==> src/rtl/core/evr_pkg.sv <==
`default_nettype none
package evr_pkg;

  // field and datapath widths fixed by the interface
  localparam int TIME_W = 48;
  localparam int VAL_W  = 32;
  localparam int DUR_W  = 16;
  localparam int MODE_W = 3;
  // duration in microseconds is at most 65535 * 1000 < 2^26
  localparam int SPAN_W = 26;
  // signed multiplicand width, holds the 33-bit value difference
  localparam int MA_W   = 34;
  localparam int DUR_SCALE = 1000;

  // item operations
  localparam logic OP_START = 1'b0;
  localparam logic OP_TICK  = 1'b1;

  // easing curves
  localparam logic [MODE_W-1:0] MODE_LINEAR      = 3'd0;
  localparam logic [MODE_W-1:0] MODE_IN_QUAD     = 3'd1;
  localparam logic [MODE_W-1:0] MODE_OUT_QUAD    = 3'd2;
  localparam logic [MODE_W-1:0] MODE_INOUT_QUAD  = 3'd3;
  localparam logic [MODE_W-1:0] MODE_IN_CUBIC    = 3'd4;
  localparam logic [MODE_W-1:0] MODE_OUT_CUBIC   = 3'd5;
  localparam logic [MODE_W-1:0] MODE_INOUT_CUBIC = 3'd6;

  // register map, word index
  localparam int REG_IDX_W = 2;
  localparam logic [REG_IDX_W-1:0] REG_MODE     = 2'd0;
  localparam logic [REG_IDX_W-1:0] REG_DURATION = 2'd1;
  localparam logic [REG_IDX_W-1:0] REG_START    = 2'd2;
  localparam logic [REG_IDX_W-1:0] REG_END      = 2'd3;

  localparam logic [MODE_W-1:0] MODE_RESET = MODE_INOUT_QUAD;
  localparam logic [DUR_W-1:0]  DUR_RESET  = 16'd250;

endpackage
`default_nettype wire

==> src/rtl/core/evr_div.sv <==
`default_nettype none
module evr_div
  import evr_pkg::*;
#(
  parameter int FRAC = 16
) (
  input  wire logic              clk,
  input  wire logic              rst,
  input  wire logic              start,
  input  wire logic [SPAN_W-1:0] dividend,
  input  wire logic [SPAN_W-1:0] divisor,
  output logic                   done,
  output logic [FRAC-1:0]        quotient
);

  localparam int CW = $clog2(FRAC + 1);

  logic [CW-1:0]     cnt;
  logic              busy;
  logic [SPAN_W-1:0] rem;
  logic [SPAN_W-1:0] dvs;
  logic [SPAN_W:0]   shifted;
  logic              fits;

  // one quotient bit a cycle, dividend below divisor so remainder stays narrow
  assign shifted = {rem, 1'b0};
  assign fits    = shifted >= {1'b0, dvs};

  always_ff @(posedge clk) begin
    if (rst) begin
      busy <= 1'b0;
      done <= 1'b0;
      cnt  <= '0;
    end else begin
      done <= 1'b0;
      if (start) begin
        busy <= 1'b1;
        cnt  <= CW'(FRAC);
      end else if (busy) begin
        cnt <= cnt - CW'(1);
        if (cnt == CW'(1)) begin
          busy <= 1'b0;
          done <= 1'b1;
        end
      end
    end
  end

  always_ff @(posedge clk) begin
    if (start) begin
      rem <= dividend;
      dvs <= divisor;
    end else if (busy) begin
      if (fits) begin
        rem <= SPAN_W'(shifted - {1'b0, dvs});
      end else begin
        rem <= shifted[SPAN_W-1:0];
      end
      quotient <= {quotient[FRAC-2:0], fits};
    end
  end

endmodule
`default_nettype wire

==> src/rtl/core/evr_mul.sv <==
`default_nettype none
module evr_mul
  import evr_pkg::*;
#(
  parameter int FRAC = 16
) (
  input  wire logic                      clk,
  input  wire logic                      en,
  input  wire logic signed [MA_W-1:0]    a,
  input  wire logic [FRAC+1:0]           b,
  output logic signed [MA_W+FRAC+1:0]    p
);

  localparam int PW = MA_W + FRAC + 2;

  logic signed [FRAC+2:0] b_s;
  logic signed [PW:0]     full;

  // signed by unsigned, product registered
  assign b_s  = {1'b0, b};
  assign full = a * b_s;

  always_ff @(posedge clk) begin
    if (en) begin
      p <= full[PW-1:0];
    end
  end

endmodule
`default_nettype wire

==> src/rtl/core/eased_value_ramp.sv <==
// eased_value_ramp: start items give their result in the cycle after acceptance.
// tick items step through span, end, clamp, divide, ease1, ease2, ease3, mix, num and
// out states, set by the serial divider (one progress bit a cycle) and the shared
// registered multiplier; the divide state is skipped when progress is zero or full.
// one tick in flight, next item taken back in idle; start items every cycle unless stalled.
// synchronous active-high reset: register defaults, begin time and last progress cleared
`default_nettype none
module eased_value_ramp
  import evr_pkg::*;
#(
  parameter int FRACTION_BITS = 16
) (
  input  wire logic                    clk,
  input  wire logic                    rst,
  // item input
  input  wire logic                    in_valid,
  output logic                         in_stall,
  input  wire logic                    operation,
  input  wire logic [TIME_W-1:0]       frame_time_us,
  // result output
  output logic                         out_valid,
  input  wire logic                    out_stall,
  output logic signed [VAL_W-1:0]      output_value,
  output logic                         running,
  output logic                         updated,
  // register port
  input  wire logic                    psel,
  input  wire logic                    penable,
  input  wire logic                    pwrite,
  input  wire logic [3:0]              paddr,
  input  wire logic [31:0]             pwdata,
  output logic [31:0]                  prdata,
  output logic                         pready
);

  localparam int F  = FRACTION_BITS;
  localparam int PW = MA_W + F + 2;

  // sequencer codes
  localparam logic [3:0] S_IDLE  = 4'd0;
  localparam logic [3:0] S_SPAN  = 4'd1;
  localparam logic [3:0] S_END   = 4'd2;
  localparam logic [3:0] S_CLAMP = 4'd3;
  localparam logic [3:0] S_DIV   = 4'd4;
  localparam logic [3:0] S_EASE1 = 4'd5;
  localparam logic [3:0] S_EASE2 = 4'd6;
  localparam logic [3:0] S_EASE3 = 4'd7;
  localparam logic [3:0] S_MIX   = 4'd8;
  localparam logic [3:0] S_NUM   = 4'd9;
  localparam logic [3:0] S_OUT   = 4'd10;

  // one in progress format (F+1 bits) and one/two in F+2 bits
  localparam logic [F:0]   ONE_P  = {1'b1, {F{1'b0}}};
  localparam logic [F+1:0] ONE_W  = {2'b01, {F{1'b0}}};
  localparam logic [F+1:0] TWO_W  = {2'b10, {F{1'b0}}};
  localparam logic [F:0]   ROUND  = {1'b0, {F{1'b1}}};

  logic [3:0] state;

  // configuration registers
  logic [MODE_W-1:0]       easing_mode;
  logic [DUR_W-1:0]        duration_ms;
  logic signed [VAL_W-1:0] start_value;
  logic signed [VAL_W-1:0] end_value;
  logic                    cfg_wr;

  // ramp state kept between items
  logic [TIME_W-1:0] ramp_begin;
  logic [F:0]        prev_progress;
  logic              prev_valid;

  // per-item working registers
  logic [TIME_W-1:0] t_in;
  logic [SPAN_W-1:0] span;
  logic [TIME_W:0]   window_end;
  logic [F:0]        progress;
  logic [F+1:0]      cube_base;
  logic              lower_half;
  logic [F:0]        alpha;
  logic              upd;
  logic signed [PW-1:0] num;

  // combinational helpers
  logic              accept;
  logic              out_free;
  logic              is_cubic;
  logic              at_end;
  logic              at_begin;
  logic [TIME_W-1:0] elapsed;
  logic              div_start;
  logic              div_done;
  logic [F-1:0]      div_q;
  logic [F+1:0]      twox;
  logic [F+1:0]      x_w;
  logic [F+1:0]      q_w;
  logic              half_n;
  logic [F+1:0]      ea;
  logic [F+1:0]      eb;
  logic [F+1:0]      base_n;
  logic [F:0]        cube_res;
  logic [2*F+1:0]    quad_sum;
  logic [F:0]        alpha_n;
  logic              mul_en;
  logic signed [MA_W-1:0] mul_a;
  logic [F+1:0]      mul_b;
  logic signed [PW-1:0]   mul_p;
  logic signed [VAL_W:0]  delta;
  logic signed [PW-1:0]   num_n;
  logic signed [PW-1:0]   num_r;

  // ---------------------------------------------------------------------------
  // register port: zero-wait, word addressed
  // ---------------------------------------------------------------------------
  assign pready = 1'b1;
  assign cfg_wr = psel && penable && pwrite;

  always_ff @(posedge clk) begin
    if (rst) begin
      easing_mode <= MODE_RESET;
      duration_ms <= DUR_RESET;
      start_value <= '0;
      end_value   <= '0;
    end else if (cfg_wr) begin
      case (paddr[3:2])
        REG_MODE:     easing_mode <= pwdata[MODE_W-1:0];
        REG_DURATION: duration_ms <= pwdata[DUR_W-1:0];
        REG_START:    start_value <= pwdata;
        REG_END:      end_value   <= pwdata;
        default:      ;
      endcase
    end
  end

  always_comb begin
    case (paddr[3:2])
      REG_MODE:     prdata = {{(32-MODE_W){1'b0}}, easing_mode};
      REG_DURATION: prdata = {{(32-DUR_W){1'b0}}, duration_ms};
      REG_START:    prdata = start_value;
      REG_END:      prdata = end_value;
      default:      prdata = '0;
    endcase
  end

  // ---------------------------------------------------------------------------
  // handshake: take an item only in idle and when the result slot can take one
  // ---------------------------------------------------------------------------
  assign out_free = !out_valid || !out_stall;
  assign in_stall = (state != S_IDLE) || !out_free;
  assign accept   = in_valid && !in_stall;

  assign is_cubic = (easing_mode == MODE_IN_CUBIC) || (easing_mode == MODE_OUT_CUBIC) ||
                    (easing_mode == MODE_INOUT_CUBIC);

  // ---------------------------------------------------------------------------
  // window clamp: compares against begin and end of the ramp
  // ---------------------------------------------------------------------------
  assign at_end    = {1'b0, t_in} >= window_end;
  assign at_begin  = t_in <= ramp_begin;
  assign elapsed   = t_in - ramp_begin;
  // strictly inside the window, so elapsed < span and fits SPAN_W bits
  assign div_start = (state == S_CLAMP) && !at_end && !at_begin;

  evr_div #(
    .FRAC     (F)
  ) u_div (
    .clk      (clk),
    .rst      (rst),
    .start    (div_start),
    .dividend (elapsed[SPAN_W-1:0]),
    .divisor  (span),
    .done     (div_done),
    .quotient (div_q)
  );

  // ---------------------------------------------------------------------------
  // easing operands: first product of each curve
  // ---------------------------------------------------------------------------
  assign twox   = {progress, 1'b0};
  assign x_w    = {1'b0, progress};
  assign half_n = twox < ONE_W;
  assign q_w    = twox - ONE_W;

  always_comb begin
    ea     = x_w;
    eb     = x_w;
    base_n = x_w;
    case (easing_mode)
      MODE_OUT_QUAD: begin
        eb = TWO_W - x_w;
      end
      MODE_INOUT_QUAD: begin
        if (!half_n) begin
          ea = q_w;
          eb = TWO_W - q_w;
        end
      end
      MODE_OUT_CUBIC: begin
        base_n = ONE_W - x_w;
      end
      MODE_INOUT_CUBIC: begin
        base_n = half_n ? twox : TWO_W - twox;
      end
      default: ;
    endcase
    if (is_cubic) begin
      ea = base_n;
      eb = base_n;
    end
  end

  // ---------------------------------------------------------------------------
  // easing result from the last product
  // ---------------------------------------------------------------------------
  assign cube_res = mul_p[2*F:F];
  assign quad_sum = {2'b01, {(2*F){1'b0}}} + mul_p[2*F+1:0];

  always_comb begin
    case (easing_mode)
      MODE_IN_QUAD:     alpha_n = mul_p[2*F:F];
      MODE_OUT_QUAD:    alpha_n = mul_p[2*F:F];
      MODE_INOUT_QUAD:  alpha_n = lower_half ? mul_p[2*F-1:F-1] : quad_sum[2*F+1:F+1];
      MODE_IN_CUBIC:    alpha_n = cube_res;
      MODE_OUT_CUBIC:   alpha_n = ONE_P - cube_res;
      MODE_INOUT_CUBIC: alpha_n = lower_half ? {1'b0, cube_res[F:1]}
                                             : ONE_P - {1'b0, cube_res[F:1]};
      default:          alpha_n = progress;
    endcase
  end

  // ---------------------------------------------------------------------------
  // shared multiplier: span, easing products, interpolation
  // ---------------------------------------------------------------------------
  assign delta = {end_value[VAL_W-1], end_value} - {start_value[VAL_W-1], start_value};

  always_comb begin
    mul_en = 1'b0;
    mul_a  = '0;
    mul_b  = '0;
    case (state)
      S_SPAN: begin
        mul_en = 1'b1;
        mul_a  = {{(MA_W-DUR_W){1'b0}}, duration_ms};
        mul_b  = (F+2)'(DUR_SCALE);
      end
      S_EASE1: begin
        mul_en = 1'b1;
        mul_a  = {{(MA_W-F-2){1'b0}}, ea};
        mul_b  = eb;
      end
      S_EASE2: begin
        // cube: square already scaled down, times the base again
        mul_en = is_cubic;
        mul_a  = {{(MA_W-F-2){1'b0}}, mul_p[2*F+1:F]};
        mul_b  = cube_base;
      end
      S_MIX: begin
        mul_en = 1'b1;
        mul_a  = {delta[VAL_W], delta};
        mul_b  = {1'b0, alpha};
      end
      default: ;
    endcase
  end

  evr_mul #(
    .FRAC (F)
  ) u_mul (
    .clk  (clk),
    .en   (mul_en),
    .a    (mul_a),
    .b    (mul_b),
    .p    (mul_p)
  );

  // start * one + delta * alpha, then divide by one truncating toward zero
  assign num_n = (PW'(start_value) <<< F) + mul_p;
  assign num_r = num[PW-1] ? num + PW'(ROUND) : num;

  // ---------------------------------------------------------------------------
  // sequencer
  // ---------------------------------------------------------------------------
  always_ff @(posedge clk) begin
    if (rst) begin
      state         <= S_IDLE;
      ramp_begin    <= '0;
      prev_progress <= '0;
      prev_valid    <= 1'b0;
      out_valid     <= 1'b0;
    end else begin
      if (!out_stall) begin
        out_valid <= 1'b0;
      end
      case (state)
        S_IDLE: begin
          if (accept) begin
            if (operation == OP_START) begin
              // new ramp: result is the start value straight away
              ramp_begin <= frame_time_us;
              prev_valid <= 1'b0;
              out_valid  <= 1'b1;
            end else begin
              state <= S_SPAN;
            end
          end
        end
        S_SPAN:  state <= S_END;
        S_END:   state <= S_CLAMP;
        S_CLAMP: state <= div_start ? S_DIV : S_EASE1;
        S_DIV: begin
          if (div_done) begin
            state <= S_EASE1;
          end
        end
        S_EASE1: begin
          // progress repeated: keep record, flag not updated
          if (!(prev_valid && prev_progress == progress)) begin
            prev_progress <= progress;
            prev_valid    <= 1'b1;
          end
          state <= S_EASE2;
        end
        S_EASE2: state <= S_EASE3;
        S_EASE3: state <= S_MIX;
        S_MIX:   state <= S_NUM;
        S_NUM:   state <= S_OUT;
        S_OUT: begin
          if (out_free) begin
            out_valid <= 1'b1;
            state     <= S_IDLE;
          end
        end
        default: state <= S_IDLE;
      endcase
    end
  end

  // datapath registers
  always_ff @(posedge clk) begin
    if (state == S_IDLE && accept) begin
      t_in <= frame_time_us;
      if (operation == OP_START) begin
        output_value <= start_value;
        running      <= 1'b1;
        updated      <= 1'b0;
      end
    end
    if (state == S_END) begin
      span       <= mul_p[SPAN_W-1:0];
      window_end <= {1'b0, ramp_begin} + (TIME_W+1)'(mul_p[SPAN_W-1:0]);
    end
    if (state == S_CLAMP) begin
      // clamped to the end (also zero duration) gives full progress
      if (at_end || (at_begin && span == '0)) begin
        progress <= ONE_P;
      end else if (at_begin) begin
        progress <= '0;
      end
    end
    if (state == S_DIV && div_done) begin
      progress <= {1'b0, div_q};
    end
    if (state == S_EASE1) begin
      upd        <= !(prev_valid && prev_progress == progress);
      lower_half <= half_n;
      cube_base  <= base_n;
    end
    if (state == S_EASE3) begin
      alpha <= alpha_n;
    end
    if (state == S_NUM) begin
      num <= num_n;
    end
    if (state == S_OUT && out_free) begin
      output_value <= num_r[F+VAL_W-1:F];
      running      <= !progress[F];
      updated      <= upd;
    end
  end

endmodule
`default_nettype wire
==> config.mk <==
export PLATFORM = sky130hd
export DESIGN_NAME = eased_value_ramp
export DESIGN_NICKNAME = d
export VERILOG_FILES = /design/src/rtl/core/evr_pkg.sv /design/src/rtl/core/evr_div.sv /design/src/rtl/core/evr_mul.sv /design/src/rtl/core/eased_value_ramp.sv
export SDC_FILE = /design/constraint.sdc
export NUM_CORES = 2
export LEC_CHECK = 0
export ABC_AREA = 1
export BUFFER_PORTS_ARGS = -buffer_cell sky130_fd_sc_hd__buf_2
export CAP_MARGIN = 20
export CORE_MARGIN = 5
export CORE_UTILIZATION = 60
export DETAILED_ROUTE_END_ITERATION = 10
export PLACE_DENSITY = 0.87
export SKIP_CTS_REPAIR_TIMING = 1
export SLEW_MARGIN = 25
export SYNTH_ARGS = -nofsm -noshare
export SYNTH_HDL_FRONTEND = slang
export SYNTH_SLANG_ARGS = --single-unit
==> constraint.sdc <==
create_clock -name clk -period 14.65 [get_ports clk]
set_input_delay 1.465 -clock clk [delete_from_list [all_inputs] [get_ports clk]]
set_output_delay 1.465 -clock clk [all_outputs]
set_load 0.005 [all_outputs]
# Word level (Yosys, flattened, before mapping)
# Cells that the tools add are included.
[classes]
addsub = 15
mul = 1
order_cmp = 4
eq_ne = 28
n_mux = 52
n_bitwise = 4
n_reduce_logical = 49
[op_table]
columns = ["operator", "count"]
rows = [
  ["$pmux 34 s4", 1],
  ["$pmux 32 s4", 1],
  ["$mux 18", 6],
  ["$mux 32", 3],
  ["$mux 26", 3],
  ["$pmux 18 s2", 2],
  ["$pmux 18 s4", 1],
  ["$mux 17", 4],
  ["$pmux 17 s4", 1],
  ["$add 48x52->52", 1],
  ["$mul 34x19->52", 1],
  ["$sub 26x26->26", 2],
  ["$add 48x26->49", 1],
  ["$ge 48x49->1", 1],
  ["$add 48x16->48 const B", 1],
  ["$le 48x48->1", 1],
  ["$mux 48", 1],
  ["$pmux 4 s11", 1],
  ["$sub 18x18->18 const A", 2],
  ["$add 33x34->34 const A", 1],
  ["$sub 32x32->33", 1],
  ["$mux 16", 2],
  ["$ge 27x26->1", 1],
  ["$logic_not 26->1", 1],
  ["38 further kinds", 113],
]
[word_totals]
regBits = 544
output_inout_bits = 69
elab_cells = 183

# Depth between registers and ports, before layout
[logic_depth]
word_depth = 9
depth_mapped = 42
ltp_nobuf = 42

# Modules after synthesis
# Synthesis repeated with hierarchy kept, for this count alone.
[unflattened]
cells_unflattened = 7890
hier_area_um2 = 59052.9
[by_module_without_submodules]
columns = ["module", "instances", "cells_each", "area_per_inst_um2", "seq_area_each_um2"]
rows = [
  ["eased_value_ramp", 1, 3860, 28800.1, 10880.4],
  ["evr_mul", 1, 3338, 25045.3, 1561.5],
  ["evr_div", 1, 692, 5207.5, 2182.1],
]

# Worst setup path after synthesis
# No wires, ideal clock.
[synth_timing]
path_kind = "register to register"
from = "register end_value[0]"
to = "register u_mul.p[51] (data pin)"
arrival_time_ps = 7442
required_time_ps = 14398
setup_slack_ps = 6956
path_stages_with_launch = 38
synth_period_minus_slack_ps = 7694
cell_sequence = "dfxtp_1 > inv_1 > ha_1 > fa_1 > inv_1 > nand2_1 > a21oi_2 > nand2_1 > nand2_1 > nand2_1 > nand2_1 > nand3_1 > nand2_1 > nand2_1 > nand3_2 > nor2_1 > fa_1 > inv_1 > (+2 left out) > fa_1 > inv_1 > fa_1 > inv_1 > fa_1 > inv_1 > fa_1 > inv_1 > ha_1 > a21oi_1 > nor2_1 > nor2_1 > a21boi_0 > nor2_1 > a211oi_1 > nand2_1 > nand2_1 > nand2_1"
[synth_between]
elab_chain_len = 3
[synth_rtl]
columns = ["element", "line_no", "text"]
rows = [
  ["start: declaration", "eased_value_ramp.sv:64", "logic signed [VAL_W-1:0] end_value;"],
  ["start signal: assignment", "eased_value_ramp.sv:128", "REG_END: end_value <= pwdata;"],
  ["$sub 32x32->33", "eased_value_ramp.sv:233", "assign delta = {end_value[VAL_W-1], end_value} - {start_value[VAL_W-1], start_value};"],
  ["$pmux 34 s4", "eased_value_ramp.sv:239", "case (state)"],
  ["$mul 34x19->52", "evr_mul.sv:21", "assign full = a * b_s;"],
  ["via u_mul.full[51]", "evr_mul.sv:17", "logic signed [PW:0] full;"],
  ["end signal: assignment", "evr_mul.sv:25", "p <= full[PW-1:0];"],
  ["end: declaration", "evr_mul.sv:11", "output logic signed [MA_W+FRAC+1:0] p"],
]
# The timed path passes the listed nets, and every way through them passes these cells.
# A chain may end at the register's enable or synchronous reset.

# Worst setup path in the final report
[layout_timing]
from = "register progress[15]"
to = "register u_mul.p[51] (data pin)"
[layout_lines]
columns = ["element", "line_no", "text"]
rows = [
  ["start: declaration", "eased_value_ramp.sv:76", "logic [F:0] progress;"],
  ["start signal: assignment", "eased_value_ramp.sv:360", "progress <= {1'b0, div_q};"],
  ["$lt 18x17->1 (*)", "eased_value_ramp.sv:180", "assign half_n = twox < ONE_W;"],
  ["via half_n", "eased_value_ramp.sv:96", "logic half_n;"],
  ["$mux 18 (on tied branches)", "eased_value_ramp.sv:201, eased_value_ramp.sv:192", ""],
  ["$pmux 18 s2 or $mux 18 (tied branches)", "eased_value_ramp.sv:187", "case (easing_mode)"],
  ["$mux 18", "eased_value_ramp.sv:205", "if (is_cubic) begin"],
  ["$pmux 34 s4 or $pmux 18 s4 (tied branches)", "eased_value_ramp.sv:239", ""],
  ["$mul 34x19->52 (*)", "evr_mul.sv:21", ""],
  ["via u_mul.full[51]", "evr_mul.sv:17", ""],
]
# Mark *: on every way through the listed nets, which the timed path passes. The rest lies on a longest branch.

==> impl_metrics.env <==
export IMPL_status="finished clean"
export IMPL_antenna_found_initial=5
export IMPL_synth_area_leaders="fa_1, edfxtp_1, nand2_1, inv_1, ha_1"
export IMPL_synth_top_area_share_pct=20.2
export IMPL_required_ps=15010
export IMPL_period_needed_ps=10160
export IMPL_synthArstFlopShare_pct=0
export IMPL_cp_start_kind="flop"
export IMPL_max_stage_delay_ps=910
export IMPL_r2r_end="u_mul.p[51]$_DFFE_PP_"
export IMPL_fin_crit_sh_pct=69.4
export IMPL_cts_sinks=541
export IMPL_seq_power_share_pct=42.5
export IMPL_p_comb_share_pct=21.6
export IMPL_switching_power_mw=1.35
export IMPL_std_cell_rows=113
export IMPL_cts_max_level=2
export IMPL_clk_path_buf_depth=3
export IMPL_max_slew_margin_pct=28.9
export IMPL_grt_pass1_vias=50200
export IMPL_r2r_slack_ps=4490
export IMPL_cp_depth=34
export IMPL_power_mw=4.18
export IMPL_ant_nets=0
export IMPL_setup_viol=0
export IMPL_netSwitchingFraction_pct=32.3
export IMPL_end_kind="flop"
export IMPL_peakVddDrop_mv=0.122
export IMPL_grt_max_degree=102
export IMPL_arrival_ps=10530
export IMPL_syn_area_mm2=0.0572
export IMPL_critical_path_most_common_cell="inv_1"
export IMPL_power_static_leakage_nw=29.6
export IMPL_p_clk_share_pct=35.9
export IMPL_first_pass_iters=7
export IMPL_synthFlopType="edfxtp_1"
export IMPL_die_h_um=319
export IMPL_crit_path_start="progress[15]$_SDFFCE_PN0P_"
export IMPL_slew_violations=0
export IMPL_cts_root_buf="clkbuf_16"
export IMPL_ys_ff_latch=541
export IMPL_path_clk_slew_ps=60
export IMPL_ys_warn_count=0
export IMPL_fmax_ghz=0.0984
export IMPL_dieArea_mm2=0.102
export IMPL_grt_pass1_wl_um=289000
export IMPL_synth_top_area_cell="fa_1"
export IMPL_tightest_slew_ps=1070
export IMPL_final_setup_tns_ps=0
export IMPL_die_w_um=319
export IMPL_p_per_area_mw_per_mm2=68.5
export IMPL_hpwl_um=151000
export IMPL_io_buffers=157
export IMPL_area_growth_pct=6.59
export IMPL_crit_family="adder cells"
export IMPL_cts_buffers=58
export IMPL_vias=51100
export IMPL_track_usage_pct=36.5
export IMPL_io_pin_count=161
export IMPL_clk_latency_ps=660
export IMPL_drt_initial_drc_count=6222
export IMPL_rsz0062_at_grt="false"
export IMPL_drive_above_1_share_pct=6.85
export IMPL_r2r_start="progress[15]$_SDFFCE_PN0P_"
export IMPL_cp_max_fo=23
export IMPL_internal_power_mw=2.83
export IMPL_nNetsFinal=8421
export IMPL_hold_class="flop to flop"
export IMPL_seq_area_frac_synth_pct=25.6
export IMPL_syn_inst=7305
export IMPL_drv_cap=0
export IMPL_gr_total_overflow=0
export IMPL_rr_worst_depth=34
export IMPL_path_class="flop to flop"
export IMPL_drcViolationCount=0
export IMPL_core_area_mm2=0.0949
export IMPL_gp_congestion=1.02
export IMPL_wl_per_cell_um=21.7
export IMPL_synth_edf_count=379
export IMPL_skew_ps=42.4
export IMPL_nFillCells=8113
export IMPL_critPathSlowestCell="fa_1"
export IMPL_cts_tree="built"
export IMPL_drt_wl_total_um=189000
export IMPL_whs_ps=451
export IMPL_avgSynthCellArea_um2=7.83
export IMPL_path_buf_inv=9
export IMPL_initial_utilization_pct=60.3
export IMPL_hold_viol=0
export IMPL_worstSetupEndpoint="u_mul.p[51]$_DFFE_PP_"
export IMPL_synth_distinct_cells=72
export IMPL_routed_via_density=5.87
## how the worst min path moves through the flow
stage               slack (ps)                            to                   startpoint  cells after the start
finish                     450        u_div.dvs[1]$_DFFE_PP_            span[1]$_DFFE_PP_                      0
global route               470   u_div.quotient[6]$_DFFE_PP_  u_div.quotient[5]$_DFFE_PP_                      0
CTS                        450        u_div.dvs[1]$_DFFE_PP_            span[1]$_DFFE_PP_                      0
detailed placement         430   u_div.quotient[6]$_DFFE_PP_  u_div.quotient[5]$_DFFE_PP_                      0
global placement           430       u_div.dvs[19]$_DFFE_PP_           span[19]$_DFFE_PP_                      0
floorplan                  430  u_div.quotient[10]$_DFFE_PP_  u_div.quotient[9]$_DFFE_PP_                      0
## per-layer routing
layer  vias to the layer above  global-route usage [%]  wire length [um]
met3                       529                    11.5             25700
li1                      23200                       -                 -
met5                         -                       0                46
met1                     24300                    50.2             74200
met2                      3078                    54.7             79800
met4                         8                    13.8              9080
## through the flow
stage               cell area (um2)  utilization, %  setup slack (ps)  instances
floorplan                     57300               -              6960       7320
global placement              59000            62.2              4860       8603
detailed placement            59000            62.2              4820       8603
CTS                           61000            64.3              4770       8713
global route                  61000            64.3              3930       8713
finish                        61000            64.3              4490       8717
## worst reg2reg max path, delay by kind of cell (launching register included)
kind	cells	cell delay (ps)
buffers and inverters	9	2010
AND/OR/NAND/NOR	13	2050
flip-flops	1	590
adder cells (fa/ha/maj)	8	4340
AO/OA/AOI/OAI	4	900
## registers in the layout (all words and copies together), names as in the netlist, 17 cells and up
name	cells
u_div.dvs	26
t_in	48
cube_base	18
progress	17
u_mul.p	52
output_value	32
u_div.rem	26
start_value	32
end_value	32
num	49
alpha	17
span	26
ramp_begin	48
prev_progress	17
window_end	49
## synth_stat cells (26+ instances only)
| master | n |
|---|---|
| edfxtp_1 | 379 |
| xor2_1 | 134 |
| clkbuf_1 | 80 |
| nor2_1 | 723 |
| buf_2 | 67 |
| inv_2 | 28 |
| nand3_1 | 281 |
| o211ai_1 | 40 |
| nand2_2 | 49 |
| ha_1 | 353 |
| nor4_1 | 34 |
| o21bai_1 | 35 |
| nor3_1 | 81 |
| a21o_1 | 36 |
| xnor2_1 | 47 |
| a21oi_1 | 411 |
| dfxtp_1 | 162 |
| nand2_1 | 1504 |
| buf_4 | 26 |
| o21ai_0 | 418 |
| fa_1 | 578 |
| inv_1 | 1463 |
| nand4_1 | 68 |
## power groups by stage
stage	Combinational [mW]	Clock (mW)	Sequential [mW]
2_1_floorplan	0.603	0	1.78
3_3_place_gp	0.850	0	1.80
3_5_place_dp	0.868	0	1.80
4_1_cts	0.875	1.50	1.77
5_1_grt	0.985	1.57	1.78
6_report	0.904	1.50	1.78
## final cells by class
cell class              count  area [um2]  area share, %
multi-input cells        5075       35900           58.9
flip-flops and latches    541       14600           24.0
inverters                1505        5680           9.31
clock buffers              79        1630           2.68
well taps                1265        1580           2.60
repair buffers            217        1240           2.03
clock inverters            31         302          0.495
diodes                      4        10.0         0.0164
## placed cells by master, fill, tap and decap left out, types with 51 or more instances in the layout
master and n:
nand2_1 1502, a21oi_1 411, nand3_1 281, nand2_2 51, fa_1 578, o21ai_0 412
edfxtp_1 379, buf_2 157, nand4_1 68, clkbuf_16 60, buf_4 60, nor2_1 716
dfxtp_1 162, inv_1 1459, nor3_1 80, xor2_1 134, ha_1 353
## cells by family (layout without fill, tap and decap cells)
| logic type | count (synthesis) | in the layout | share of synthesized area, % |
|---|---|---|---|
| xor+xnor | 181 | 181 | 2.77 |
| simple gates | 2860 | 2860 | 21.3 |
| fa+ha+maj | 931 | 931 | 27.9 |
| other cells | 2 | 21 | 0.0131 |
| buf+inv | 1704 | 1832 | 11.8 |
| flops | 541 | 541 | 25.6 |
| compound gates | 1086 | 1086 | 10.6 |
Power figures use the tool's default switching activity.
